**src/design/gfm_pkg.sv**
```systemverilog
// Shared types and constants for the gcd Fibonacci residue core.
package gfm_pkg;

  // Depth of the request queue between front and back.
  localparam int unsigned QueueDepth = 2;

  // Front classification of a request.
  typedef enum logic [1:0] {
    KIND_ONE,
    KIND_ZERO,
    KIND_FIB
  } kind_e;

  typedef enum logic [1:0] {
    F_IDLE,
    F_RUN,
    F_PUSH
  } front_state_e;

  typedef enum logic [2:0] {
    B_IDLE,
    B_STEP,
    B_ISSUE,
    B_MUL,
    B_COMMIT,
    B_FINAL,
    B_OUT
  } back_state_e;

endpackage

```
**src/design/gfm_front.sv**
```systemverilog
// Front: accepts requests, runs a binary gcd and classifies the result.
module gfm_front #(
  parameter int unsigned OperandBits = 30
) (
  input  logic                   clk_i,
  input  logic                   rst_ni,
  input  logic [OperandBits-1:0] first_index_i,
  input  logic [OperandBits-1:0] second_index_i,
  input  logic [OperandBits-1:0] modulus_i,
  input  logic                   in_valid_i,
  output logic                   in_ready_o,
  input  logic                   full_i,
  output logic                   push_o,
  output gfm_pkg::kind_e         push_kind_o,
  output logic [OperandBits:0]   push_exp_o,
  output logic [OperandBits-1:0] push_mod_o
);
  localparam int unsigned IdxBits = OperandBits + 1;
  localparam int unsigned ShBits  = $clog2(IdxBits + 1);

  gfm_pkg::front_state_e state_q, state_d;
  logic [IdxBits-1:0]     a_q, a_d, b_q, b_d;
  logic [OperandBits-1:0] p_q, p_d;
  logic [ShBits-1:0]      s_q, s_d;

  always_ff @(posedge clk_i or negedge rst_ni) begin
    if (!rst_ni) begin
      state_q <= gfm_pkg::F_IDLE;
    end else begin
      state_q <= state_d;
    end
  end

  always_ff @(posedge clk_i) begin
    a_q <= a_d;
    b_q <= b_d;
    p_q <= p_d;
    s_q <= s_d;
  end

  always_comb begin
    state_d    = state_q;
    a_d        = a_q;
    b_d        = b_q;
    p_d        = p_q;
    s_d        = s_q;
    in_ready_o = 1'b0;
    push_o     = 1'b0;
    unique case (state_q)
      gfm_pkg::F_IDLE: begin
        in_ready_o = 1'b1;
        if (in_valid_i) begin
          a_d     = {1'b0, first_index_i} + IdxBits'(2);
          b_d     = {1'b0, second_index_i} + IdxBits'(2);
          p_d     = modulus_i;
          s_d     = '0;
          state_d = gfm_pkg::F_RUN;
        end
      end
      gfm_pkg::F_RUN: begin
        if (a_q == b_q) begin
          // restore the common power of two; a_q now holds the gcd
          a_d     = a_q << s_q;
          state_d = gfm_pkg::F_PUSH;
        end else if (!a_q[0] && !b_q[0]) begin
          a_d = a_q >> 1;
          b_d = b_q >> 1;
          s_d = s_q + ShBits'(1);
        end else if (!a_q[0]) begin
          a_d = a_q >> 1;
        end else if (!b_q[0]) begin
          b_d = b_q >> 1;
        end else if (a_q > b_q) begin
          a_d = a_q - b_q;
        end else begin
          b_d = b_q - a_q;
        end
      end
      gfm_pkg::F_PUSH: begin
        if (!full_i) begin
          push_o  = 1'b1;
          state_d = gfm_pkg::F_IDLE;
        end
      end
      default: state_d = gfm_pkg::F_IDLE;
    endcase
  end

  always_comb begin
    if (a_q <= IdxBits'(2)) begin
      push_kind_o = gfm_pkg::KIND_ONE;
    end else if (p_q == '0) begin
      push_kind_o = gfm_pkg::KIND_ZERO;
    end else begin
      push_kind_o = gfm_pkg::KIND_FIB;
    end
  end

  assign push_exp_o = a_q - IdxBits'(2);
  assign push_mod_o = p_q;

endmodule

```
**src/design/gfm_queue.sv**
```systemverilog
// Short request queue between front and back.
module gfm_queue #(
  parameter int unsigned DataBits = 64
) (
  input  logic                clk_i,
  input  logic                rst_ni,
  input  logic                push_i,
  input  logic [DataBits-1:0] push_data_i,
  output logic                full_o,
  input  logic                pop_i,
  output logic [DataBits-1:0] pop_data_o,
  output logic                empty_o
);
  localparam int unsigned Depth   = gfm_pkg::QueueDepth;
  localparam int unsigned PtrBits = $clog2(Depth);
  localparam int unsigned CntBits = $clog2(Depth + 1);

  logic [DataBits-1:0] mem_q [Depth];
  logic [PtrBits-1:0]  wr_q, rd_q;
  logic [CntBits-1:0]  cnt_q;

  always_ff @(posedge clk_i or negedge rst_ni) begin
    if (!rst_ni) begin
      wr_q  <= '0;
      rd_q  <= '0;
      cnt_q <= '0;
    end else begin
      if (push_i) wr_q <= wr_q + PtrBits'(1);
      if (pop_i)  rd_q <= rd_q + PtrBits'(1);
      if (push_i && !pop_i) begin
        cnt_q <= cnt_q + CntBits'(1);
      end else if (pop_i && !push_i) begin
        cnt_q <= cnt_q - CntBits'(1);
      end
    end
  end

  always_ff @(posedge clk_i) begin
    if (push_i) mem_q[wr_q] <= push_data_i;
  end

  assign pop_data_o = mem_q[rd_q];
  assign full_o     = (cnt_q == CntBits'(Depth));
  assign empty_o    = (cnt_q == '0);

  a_no_overflow: assert property (@(posedge clk_i) disable iff (!rst_ni)
    push_i |-> !full_o) else $error("queue push while full");
  a_no_underflow: assert property (@(posedge clk_i) disable iff (!rst_ni)
    pop_i |-> !empty_o) else $error("queue pop while empty");
  a_count_bound: assert property (@(posedge clk_i) disable iff (!rst_ni)
    cnt_q <= CntBits'(Depth)) else $error("queue count out of range");

endmodule

```
**src/design/gfm_modmul.sv**
```systemverilog
// Bit-serial modular multiplier: a*b mod p, one bit of b per cycle.
module gfm_modmul #(
  parameter int unsigned OperandBits = 30
) (
  input  logic                   clk_i,
  input  logic                   rst_ni,
  input  logic                   start_i,
  input  logic [OperandBits-1:0] a_i,
  input  logic [OperandBits-1:0] b_i,
  input  logic [OperandBits-1:0] p_i,
  output logic                   done_o,
  output logic [OperandBits-1:0] prod_o
);
  localparam int unsigned W       = OperandBits;
  localparam int unsigned CntBits = $clog2(W);

  logic               busy_q, busy_d, done_q, done_d;
  logic [CntBits-1:0] cnt_q, cnt_d;
  logic [W-1:0]       a_q, a_d, b_q, b_d, p_q, p_d, r_q, r_d;
  logic [W:0]         dbl, dbl_red, sum;

  always_ff @(posedge clk_i or negedge rst_ni) begin
    if (!rst_ni) begin
      busy_q <= 1'b0;
      done_q <= 1'b0;
    end else begin
      busy_q <= busy_d;
      done_q <= done_d;
    end
  end

  always_ff @(posedge clk_i) begin
    cnt_q <= cnt_d;
    a_q   <= a_d;
    b_q   <= b_d;
    p_q   <= p_d;
    r_q   <= r_d;
  end

  always_comb begin
    // r stays below p: double, reduce, add, reduce
    dbl     = {r_q, 1'b0};
    dbl_red = (dbl >= {1'b0, p_q}) ? dbl - {1'b0, p_q} : dbl;
    sum     = dbl_red + (b_q[W-1] ? {1'b0, a_q} : '0);
    if (sum >= {1'b0, p_q}) sum = sum - {1'b0, p_q};
  end

  always_comb begin
    busy_d = busy_q;
    done_d = 1'b0;
    cnt_d  = cnt_q;
    a_d    = a_q;
    b_d    = b_q;
    p_d    = p_q;
    r_d    = r_q;
    if (start_i) begin
      busy_d = 1'b1;
      cnt_d  = '0;
      a_d    = a_i;
      b_d    = b_i;
      p_d    = p_i;
      r_d    = '0;
    end else if (busy_q) begin
      r_d   = sum[W-1:0];
      b_d   = b_q << 1;
      cnt_d = cnt_q + CntBits'(1);
      if (cnt_q == CntBits'(W - 1)) begin
        busy_d = 1'b0;
        done_d = 1'b1;
      end
    end
  end

  assign done_o = done_q;
  assign prod_o = r_q;

  a_start_idle: assert property (@(posedge clk_i) disable iff (!rst_ni)
    start_i |-> !busy_q) else $error("multiplier restarted while busy");
  a_done_after_busy: assert property (@(posedge clk_i) disable iff (!rst_ni)
    done_o |-> $past(busy_q)) else $error("multiplier done without work");

endmodule

```
**src/design/gfm_back.sv**
```systemverilog
// Back: Fibonacci matrix power modulo p by square-and-multiply.
module gfm_back #(
  parameter int unsigned OperandBits = 30
) (
  input  logic                   clk_i,
  input  logic                   rst_ni,
  input  logic                   empty_i,
  output logic                   pop_o,
  input  gfm_pkg::kind_e         kind_i,
  input  logic [OperandBits:0]   exp_i,
  input  logic [OperandBits-1:0] mod_i,
  output logic                   out_valid_o,
  input  logic                   out_ready_i,
  output logic [OperandBits-1:0] residue_o
);
  localparam int unsigned W = OperandBits;

  gfm_pkg::back_state_e state_q, state_d;
  logic [W-1:0] acc_q [4];
  logic [W-1:0] acc_d [4];
  logic [W-1:0] base_q [4];
  logic [W-1:0] base_d [4];
  logic [W-1:0] nm_q [4];
  logic [W-1:0] nm_d [4];
  logic [W:0]   e_q, e_d;
  logic [W-1:0] p_q, p_d, t_q, t_d, res_q, res_d;
  logic [2:0]   idx_q, idx_d;
  logic         sq_q, sq_d, did_acc_q, did_acc_d, fib_q, fib_d;
  logic         mul_start, mul_done;
  logic [W-1:0] mul_a, mul_b, mul_prod, one_p;

  function automatic logic [W-1:0] add_mod(input logic [W-1:0] x,
                                           input logic [W-1:0] y,
                                           input logic [W-1:0] m);
    logic [W:0] s;
    s = {1'b0, x} + {1'b0, y};
    if (s >= {1'b0, m}) s = s - {1'b0, m};
    return s[W-1:0];
  endfunction

  gfm_modmul #(.OperandBits(W)) u_modmul (
    .clk_i,
    .rst_ni,
    .start_i (mul_start),
    .a_i     (mul_a),
    .b_i     (mul_b),
    .p_i     (p_q),
    .done_o  (mul_done),
    .prod_o  (mul_prod)
  );

  always_ff @(posedge clk_i or negedge rst_ni) begin
    if (!rst_ni) begin
      state_q <= gfm_pkg::B_IDLE;
    end else begin
      state_q <= state_d;
    end
  end

  always_ff @(posedge clk_i) begin
    acc_q     <= acc_d;
    base_q    <= base_d;
    nm_q      <= nm_d;
    e_q       <= e_d;
    p_q       <= p_d;
    t_q       <= t_d;
    res_q     <= res_d;
    idx_q     <= idx_d;
    sq_q      <= sq_d;
    did_acc_q <= did_acc_d;
    fib_q     <= fib_d;
  end

  // product term idx[0] of entry (idx[2], idx[1])
  assign mul_a = sq_q ? base_q[{idx_q[2], idx_q[0]}] : acc_q[{idx_q[2], idx_q[0]}];
  assign mul_b = base_q[{idx_q[0], idx_q[1]}];
  assign one_p = (mod_i == W'(1)) ? '0 : W'(1);

  always_comb begin
    state_d     = state_q;
    acc_d       = acc_q;
    base_d      = base_q;
    nm_d        = nm_q;
    e_d         = e_q;
    p_d         = p_q;
    t_d         = t_q;
    res_d       = res_q;
    idx_d       = idx_q;
    sq_d        = sq_q;
    did_acc_d   = did_acc_q;
    fib_d       = fib_q;
    pop_o       = 1'b0;
    mul_start   = 1'b0;
    out_valid_o = 1'b0;
    unique case (state_q)
      gfm_pkg::B_IDLE: begin
        if (!empty_i) begin
          pop_o = 1'b1;
          p_d   = mod_i;
          fib_d = 1'b0;
          unique case (kind_i)
            gfm_pkg::KIND_ONE: begin
              res_d   = W'(1);
              state_d = gfm_pkg::B_OUT;
            end
            gfm_pkg::KIND_ZERO: begin
              res_d   = '0;
              state_d = gfm_pkg::B_OUT;
            end
            default: begin
              fib_d     = 1'b1;
              e_d       = exp_i;
              did_acc_d = 1'b0;
              acc_d     = '{one_p, '0, '0, one_p};
              base_d    = '{one_p, one_p, one_p, '0};
              state_d   = gfm_pkg::B_STEP;
            end
          endcase
        end
      end
      gfm_pkg::B_STEP: begin
        idx_d = '0;
        if (e_q == '0) begin
          state_d = gfm_pkg::B_FINAL;
        end else begin
          sq_d    = !(e_q[0] && !did_acc_q);
          state_d = gfm_pkg::B_ISSUE;
        end
      end
      gfm_pkg::B_ISSUE: begin
        mul_start = 1'b1;
        state_d   = gfm_pkg::B_MUL;
      end
      gfm_pkg::B_MUL: begin
        if (mul_done) begin
          if (!idx_q[0]) begin
            t_d = mul_prod;
          end else begin
            nm_d[idx_q[2:1]] = add_mod(t_q, mul_prod, p_q);
          end
          if (idx_q == 3'd7) begin
            state_d = gfm_pkg::B_COMMIT;
          end else begin
            idx_d   = idx_q + 3'd1;
            state_d = gfm_pkg::B_ISSUE;
          end
        end
      end
      gfm_pkg::B_COMMIT: begin
        if (sq_q) begin
          base_d    = nm_q;
          did_acc_d = 1'b0;
          e_d       = e_q >> 1;
        end else begin
          acc_d     = nm_q;
          did_acc_d = 1'b1;
        end
        state_d = gfm_pkg::B_STEP;
      end
      gfm_pkg::B_FINAL: begin
        res_d   = add_mod(acc_q[0], acc_q[1], p_q);
        state_d = gfm_pkg::B_OUT;
      end
      gfm_pkg::B_OUT: begin
        out_valid_o = 1'b1;
        if (out_ready_i) state_d = gfm_pkg::B_IDLE;
      end
      default: state_d = gfm_pkg::B_IDLE;
    endcase
  end

  assign residue_o = res_q;

  a_residue_reduced: assert property (@(posedge clk_i) disable iff (!rst_ni)
    (out_valid_o && fib_q) |-> (residue_o < p_q))
    else $error("residue not reduced");

endmodule

```
**src/design/gcd_fibonacci_mod_core.sv**
```systemverilog
// Top level: F(gcd(n+2, m+2)) mod p with decoupled gcd front and matrix back.
//
//   channel   signals                                        direction
//   request   in_valid_i / in_ready_o, first_index_i,
//             second_index_i, modulus_i                      in
//   result    out_valid_o / out_ready_i, residue_o           out
//
// The front runs a binary gcd per request, one step a cycle. The back
// needs per exponent bit up to two 2x2 matrix products of 8 serial
// modular multiplies each, all on the single bit-serial multiplier.
// Reset clears all control state; a two-entry queue lets the front work
// on the next request while the back computes or its result waits.
module gcd_fibonacci_mod_core #(
  parameter int unsigned OPERAND_BITS = 30
) (
  input  logic                    clk_i,
  input  logic                    rst_ni,
  input  logic                    in_valid_i,
  output logic                    in_ready_o,
  input  logic [OPERAND_BITS-1:0] first_index_i,
  input  logic [OPERAND_BITS-1:0] second_index_i,
  input  logic [OPERAND_BITS-1:0] modulus_i,
  output logic                    out_valid_o,
  input  logic                    out_ready_i,
  output logic [OPERAND_BITS-1:0] residue_o
);
  localparam int unsigned W        = OPERAND_BITS;
  localparam int unsigned KindBits = $bits(gfm_pkg::kind_e);
  localparam int unsigned DataBits = KindBits + (W + 1) + W;

  logic                push, pop, full, empty;
  gfm_pkg::kind_e      push_kind;
  logic [W:0]          push_exp;
  logic [W-1:0]        push_mod;
  logic [DataBits-1:0] pop_data;

  gfm_front #(.OperandBits(W)) u_front (
    .clk_i,
    .rst_ni,
    .first_index_i,
    .second_index_i,
    .modulus_i,
    .in_valid_i,
    .in_ready_o,
    .full_i      (full),
    .push_o      (push),
    .push_kind_o (push_kind),
    .push_exp_o  (push_exp),
    .push_mod_o  (push_mod)
  );

  gfm_queue #(.DataBits(DataBits)) u_queue (
    .clk_i,
    .rst_ni,
    .push_i      (push),
    .push_data_i ({push_kind, push_exp, push_mod}),
    .full_o      (full),
    .pop_i       (pop),
    .pop_data_o  (pop_data),
    .empty_o     (empty)
  );

  gfm_back #(.OperandBits(W)) u_back (
    .clk_i,
    .rst_ni,
    .empty_i     (empty),
    .pop_o       (pop),
    .kind_i      (gfm_pkg::kind_e'(pop_data[DataBits-1 -: KindBits])),
    .exp_i       (pop_data[W +: W + 1]),
    .mod_i       (pop_data[W-1:0]),
    .out_valid_o,
    .out_ready_i,
    .residue_o
  );

endmodule

```
**config.mk**
```make
export PLATFORM = sky130hd
export DESIGN_NAME = gcd_fibonacci_mod_core
export DESIGN_NICKNAME = d
export VERILOG_FILES = /design/src/design/gfm_pkg.sv /design/src/design/gfm_front.sv /design/src/design/gfm_queue.sv /design/src/design/gfm_modmul.sv /design/src/design/gfm_back.sv /design/src/design/gcd_fibonacci_mod_core.sv
export SDC_FILE = /design/constraint.sdc
export NUM_CORES = 2
export LEC_CHECK = 0
export BUFFER_PORTS_ARGS = -buffer_cell sky130_fd_sc_hd__buf_2
export CORE_ASPECT_RATIO = 2
export CORE_UTILIZATION = 35
export DETAILED_ROUTE_END_ITERATION = 6
export MAX_ROUTING_LAYER = met4
export SYNTH_ARGS = -nofsm -noshare
export SYNTH_HDL_FRONTEND = slang
export SYNTH_SLANG_ARGS = --single-unit
export TNS_END_PERCENT = 30
```
**constraint.sdc**
```tcl
create_clock -name clk_i -period 8.2 [get_ports clk_i]
set_input_delay 0.41 -clock clk_i [delete_from_list [all_inputs] [get_ports clk_i]]
set_output_delay 0.41 -clock clk_i [all_outputs]
set_load 0.01 [all_outputs]
```
# Word-level counts from Yosys, hierarchy flattened
# Memories as Yosys holds them, arrays and structs flattened.
# Index checks and enable logic that the tools add are counted.
[word_totals]
regBits = 719
mem_bits_rw = 126
out_inout_bits = 32
wordCells = 240
mem_count = 1
[mem_list]
columns = ["memory", "depth", "width", "read_ports", "rd_ports_with_merged_regs", "wr", "line_no", "text"]
rows = [
  ["u_queue.mem_q", 2, 63, 1, 0, 1, "gfm_queue.sv:18", "logic [DataBits-1:0] mem_q [Depth];"],
]
[op_classes]
add_sub_neg = 19
order_cmp = 10
n_eq_ne = 31
shift = 1
muxes = 94
bitwise_logic = 6
reduce_logical = 41
[op_table]
columns = ["cell", "count"]
rows = [
  ["$mux 120", 6],
  ["$mux 30", 18],
  ["$mux 31", 16],
  ["$pmux 120 s2", 2],
  ["$pmux 31 s2", 3],
  ["$bmux 30 s2", 3],
  ["$ge 31x30->1", 4],
  ["$bwmux 120", 1],
  ["$pmux 30 s2", 2],
  ["$sub 30x30->30", 3],
  ["$add 30x2->31 const B", 2],
  ["$add 30x30->31", 2],
  ["$sub 31x31->31", 2],
  ["$demux 30 s2", 1],
  ["$add 31x30->31", 1],
  ["$eq 31x31->1", 1],
  ["$gt 31x31->1", 1],
  ["$le 31x2->1 const B", 1],
  ["$logic_not 31->1", 1],
  ["$shl 31x5->31", 1],
  ["$sub 31x2->31 const B", 1],
  ["$sub 31x30->31", 1],
  ["$eq 30x1->1 const B", 1],
  ["$logic_not 30->1", 1],
  ["40 further kinds", 127],
]

# Logic depth before layout (Yosys ltp)
[logic_depth]
depth_word = 7
mapped_depth = 33

# Hierarchy
# Synthesis repeated with hierarchy kept, for this count alone.
[hier_totals]
hier_cells = 4550
area_unflattened_um2 = 51366.8
[by_module_without_submodules]
columns = ["mod", "n_inst", "cells_each", "area_each_um2"]
rows = [
  ["gfm_back", 1, 1963, 25603.3],
  ["gfm_front", 1, 1310, 10831.6],
  ["gfm_modmul", 1, 1065, 9899.5],
  ["gfm_queue", 1, 212, 5032.3],
]

# Worst setup path before layout
# No wires, ideal clock.
[synth_path]
path_type = "reg-to-reg"
from = "register u_queue.rd_q"
to = "register u_back.base_q[0] (netlist bit) (enable)"
setup_ns = 0.664
t_arrival_ns = 8.167
required_ns = 7.536
path_slack_ns = -0.631
stages_incl_launch_ff = 8
n_path_buf = 3
synth_period_minus_slack_ns = 8.831
path_cell_list = "dfrtp_1 -> clkbuf_1 -> buf_1 -> clkbuf_1 -> mux2_2 -> nor2b_1 -> o21ai_0 -> nor2_1"
[synth_between]
elab_chain_cells = 5
word_cells_on_any_way = 6
[synth_rtl]
columns = ["item", "line_no", "text"]
rows = [
  ["from (decl)", "gfm_queue.sv:19", "logic [PtrBits-1:0] wr_q, rd_q;"],
  ["from (signal assigned)", "gfm_queue.sv:29", "if (pop_i) rd_q <= rd_q + PtrBits'(1);"],
  ["$mem_v2 2x63 (*)", "n/a", ""],
  ["$eq 2x1->1 or $logic_not 2->1 (tied branches)", "gfm_back.sv:101", "unique case (kind_i)"],
  ["$reduce_or 2->1 (no line) (*)", "n/a", ""],
  ["$ne 2x2->1 (no line) (*)", "n/a", ""],
  ["$reduce_and 4->1 (no line) (*)", "n/a", ""],
  ["to (signal assigned)", "gfm_back.sv:62", "base_q <= base_d;"],
  ["to (decl)", "gfm_back.sv:21", "logic [W-1:0] base_q [4];"],
]
# Every way passes the cells marked *; elsewhere a longest branch is shown, timed or not.
# A chain may end at the register's enable or synchronous reset.

# Worst setup path in the final report
[layout_path]
from = "register u_back.u_modmul.p_q[1]"
to = "register u_back.u_modmul.r_q[13] (netlist: u_back.u_modmul.prod_o[13])"
[layout_between]
elab_chain_cells = 5
word_cells_on_any_way = 7
[layout_rtl]
columns = ["item", "line_no", "text"]
rows = [
  ["from (decl)", "gfm_modmul.sv:19", "logic [W-1:0] a_q, a_d, b_q, b_d, p_q, p_d, r_q, r_d;"],
  ["from (signal assigned)", "gfm_modmul.sv:36", "p_q <= p_d;"],
  ["$sub 31x30->31 or $ge 31x30->1 (tied branches)", "gfm_modmul.sv:43", "dbl_red = (dbl >= {1'b0, p_q}) ? dbl - {1'b0, p_q} : dbl;"],
  ["$mux 31", "gfm_modmul.sv:43", ""],
  ["$add 31x30->31", "gfm_modmul.sv:44", "sum = dbl_red + (b_q[W-1] ? {1'b0, a_q} : '0);"],
  ["$sub 30x30->30 or $ge 31x30->1 (tied branches)", "gfm_modmul.sv:45", "if (sum >= {1'b0, p_q}) sum = sum - {1'b0, p_q};"],
  ["$mux 30 (*)", "gfm_modmul.sv:45", ""],
  ["to (signal assigned)", "gfm_modmul.sv:37", "r_q <= r_d;"],
  ["to (decl)", "gfm_modmul.sv:19", ""],
]
# Marks and branches as above.

==> metrics.csv <==
stage;metric;value;unit
clock_network;cts_setup_buffers;0;
place;io_buffers;125;
hold_path;holdCritPathClass;input port to flop;
worst_setup_path;crit_family;compound AO/OA/AOI/OAI gates;
clock_network;clock_path_buffers;3;
route;drt-total-wl;165000;um
timing;worstMarginPinSlew;1.29;ns
logic_synthesis;ys_seq_area_share;49.6;%
worst_setup_path;cp-startpoint;u_back.u_modmul.p_q[1];
logic_synthesis;synth_top_flop_cell;edfxtp_1;
cells_and_area;mostFrequentLayoutCell;edfxtp_1;
worst_setup_path;rrSetupSlack;0.55;ns
logic_synthesis;yosys_warnings;0;
worst_setup_path;cp_num_buf_inv;1;
timing;fin_ws;0.549;ns
clock_network;clkSlewWorstSetupHoldPaths;0.07;ns
status;outcome;finished clean;
logic_synthesis;synth.avg_cell_area;11.4;um2
worst_setup_path;required;8.79;ns
clock_network;cts-root-buf;clkbuf_16;
route;drc;0;
place;gp_congestion;1.08;
worst_setup_path;crit_path_end_kind;flop;
floorplanning;start_util;35.3;%
logic_synthesis;ys_types;105;
route;drt_iter0_markers;2442;
floorplanning;num_rows;196;
timing;fin_worst_skew;0.0559;ns
timing;final-hold-violation-count;0;
grt;grt_overflow_total;0;
grt;antenna_found_initial;7;
cells_and_area;final_nets;4926;
clock_network;cts_buffers;81;
logic_synthesis;syn-num-nets;4817;
clock_network;cts.sinks;845;
worst_setup_path;cp_slowest_cell;xnor2_1;
floorplanning;core;143000;um2
worst_setup_path;rr_endpoint;u_back.u_modmul.prod_o[13];
cells_and_area;area_growth;11.8;%
grt;grt_pass1_vias;37400;
cells_and_area;fillCellCount;13900;
floorplanning;die_w;270;um
cells_and_area;fin_util;39.4;%
logic_synthesis;synth_seq_cells;845;
route;routed_via_density;5.60;
route;first_pass_iters;6;
timing;report.final.slew_viol_count;0;
logic_synthesis;yosysTopAreaCell;edfxtp_1;
place;dp_hpwl;126000;um
worst_setup_path;max_stage_delay;0.46;ns
place;place_ws;0.528;ns
worst_setup_path;rr_worst_depth;30;
worst_setup_path;critPathMaxFanout;16;
grt;grt_pass1_wl;240000;um
timing;max_clock_freq;0.131;GHz
logic_synthesis;synth_edf_count;799;
route;dr_total_vias;36500;
cells_and_area;drive_gt1_share;12.1;%
cells_and_area;layout_common_cells;edfxtp_1, nand2_1, a21oi_1;
timing;setup_tns;0;ns
timing;period_share;93.3;%
worst_setup_path;critPathArrivalTime;8.24;ns
cells_and_area;register_area;25000;um2
logic_synthesis;syn_area;50300;um2
grt;grt_max_degree;121;
route;wl_per_cell;25.4;um
clock_network;htree_num_levels;3;
logic_synthesis;yosysTopAreaCellShare;47.7;%
cells_and_area;multiInputGateArea;23900;um2
floorplanning;ios;126;
worst_setup_path;critical_path_class;flop to flop;
timing;layout_min_cycle_time;7.65;ns
floorplanning;dieArea;145000;um2
logic_synthesis;synth_area_leaders;edfxtp_1, ha_1, mux4_2;
route;detail-route-antenna-nets;0;
clock_network;tritoncts;built;
timing;rsz0062_at_grt;false;
hold_path;hold_depth;3;
job;drv_cap;0;
timing;relSlewSlack;14.0;%
timing;whs;0.0533;ns
logic_synthesis;async_reset_ff_share;1.30;%
logic_synthesis;synth_cells;4431;
grt;globalRouteTotalUtil;23.1;%
timing;setup_violations;0;
clock_network;insertion_delay;0.71;ns
hold_path;min-delay-start;second_index_i[0];
worst_setup_path;r2r-start;u_back.u_modmul.p_q[1];
hold_path;holdPathEnd;u_front.b_q[0];
floorplanning;chipHeight;538;um
worst_setup_path;cp-start-kind;flop;
[worst max-delay path by stage]
stage               slack, ns                    endpoint  cells past startpoint
finish                   0.55  u_back.u_modmul.prod_o[13]                     30
global route             0.05  u_back.u_modmul.prod_o[22]                     30
CTS                      0.51  u_back.u_modmul.prod_o[13]                     30
detailed placement       0.53  u_back.u_modmul.prod_o[13]                     30
global placement         0.71  u_back.u_modmul.prod_o[13]                     30
floorplan               -0.14             u_back.acc_q[0]                      7
[final cells by class]
class | instances | share of cell area, %
flip-flops and latches | 845 | 44.4
multi-input cells | 3197 | 42.5
diodes | 22 | 0.0979
clock buffers | 92 | 3.69
inverters | 201 | 1.35
clock inverters | 54 | 1.26
repair buffers | 214 | 2.48
well taps | 1881 | 4.18
[tightest hold or removal path, stage by stage]
cell     delay (ns)
buf_2          0.08
nand2_1        0.09
nand2_1        0.07
[per-stage QoR]
step           cell area (um2)  instances
2_1_floorplan            50300       4431
6_report                 56300       6506
5_1_grt                  56200       6504
3_5_place_dp             53100       6307
4_1_cts                  56200       6484
3_3_place_gp             53100       6307
[timing repair]
action                     4_1_cts  5_1_grt
setup endpoints to repair        0        9
resized for setup                0        1
hold buffers                    31        0
hold endpoints to repair        41        0
[state kept, by name, summed over array words and instances (netlist names), 31 cells and up]
name and flops:
u_back.e_q 31, u_front.a_q 31, u_queue.mem_q 126, u_front.b_q 31, u_back.nm_q 120, u_back.acc_q 120
u_back.base_q 120
[synth_stat cells (13+ instances only)]
master and instances:
a21oi_1 305, edfxtp_1 799, a21boi_0 13, clkbuf_1 146, nand4_1 52, ha_1 283
xor2_1 115, mux2_1 29, nand2b_1 42, o221ai_1 16, xnor2_1 202, and3_1 163
mux2i_1 96, o21bai_1 42, nand2_1 376, o22ai_1 14, o211ai_1 24, nor2b_1 31
o21a_1 31, or2_2 14, mux2_2 75, o21ai_1 18, a221oi_1 30, o21ai_0 227
nand3_1 84, and2_1 56, a21o_1 112, a22oi_1 24, a31oi_1 32, buf_1 20
nor4_1 35, inv_1 198, o31ai_1 18, or3_1 16, mux4_2 105, nor3_1 73
nor2_1 253, buf_2 14, a211oi_1 33, dfxtp_1 35
[routing by layer]
layer  global-route usage, %  routed length (um)
met1                    20.4               52500
met2                    42.4               88900
met4                    21.7               18000
met5                       -                   0
met3                    2.44                6110
[logic make-up (layout without fill, tap and decap cells)]
family | Yosys count | after routing | share of synthesized area (%)
flip-flops | 845 | 845 | 49.6
adder cells (fa/ha/maj) | 292 | 292 | 7.40
AND/OR/NAND/NOR | 1242 | 1242 | 12.2
multiplexers | 307 | 307 | 9.01
other | 0 | 22 | 0
AO/OA/AOI/OAI | 1039 | 1039 | 13.3
XOR/XNOR | 317 | 317 | 5.52
buffers and inverters | 389 | 561 | 3.01
Power is not shown: default switching activity piles up to over one toggle a cycle in this logic, so the estimate is an artifact.
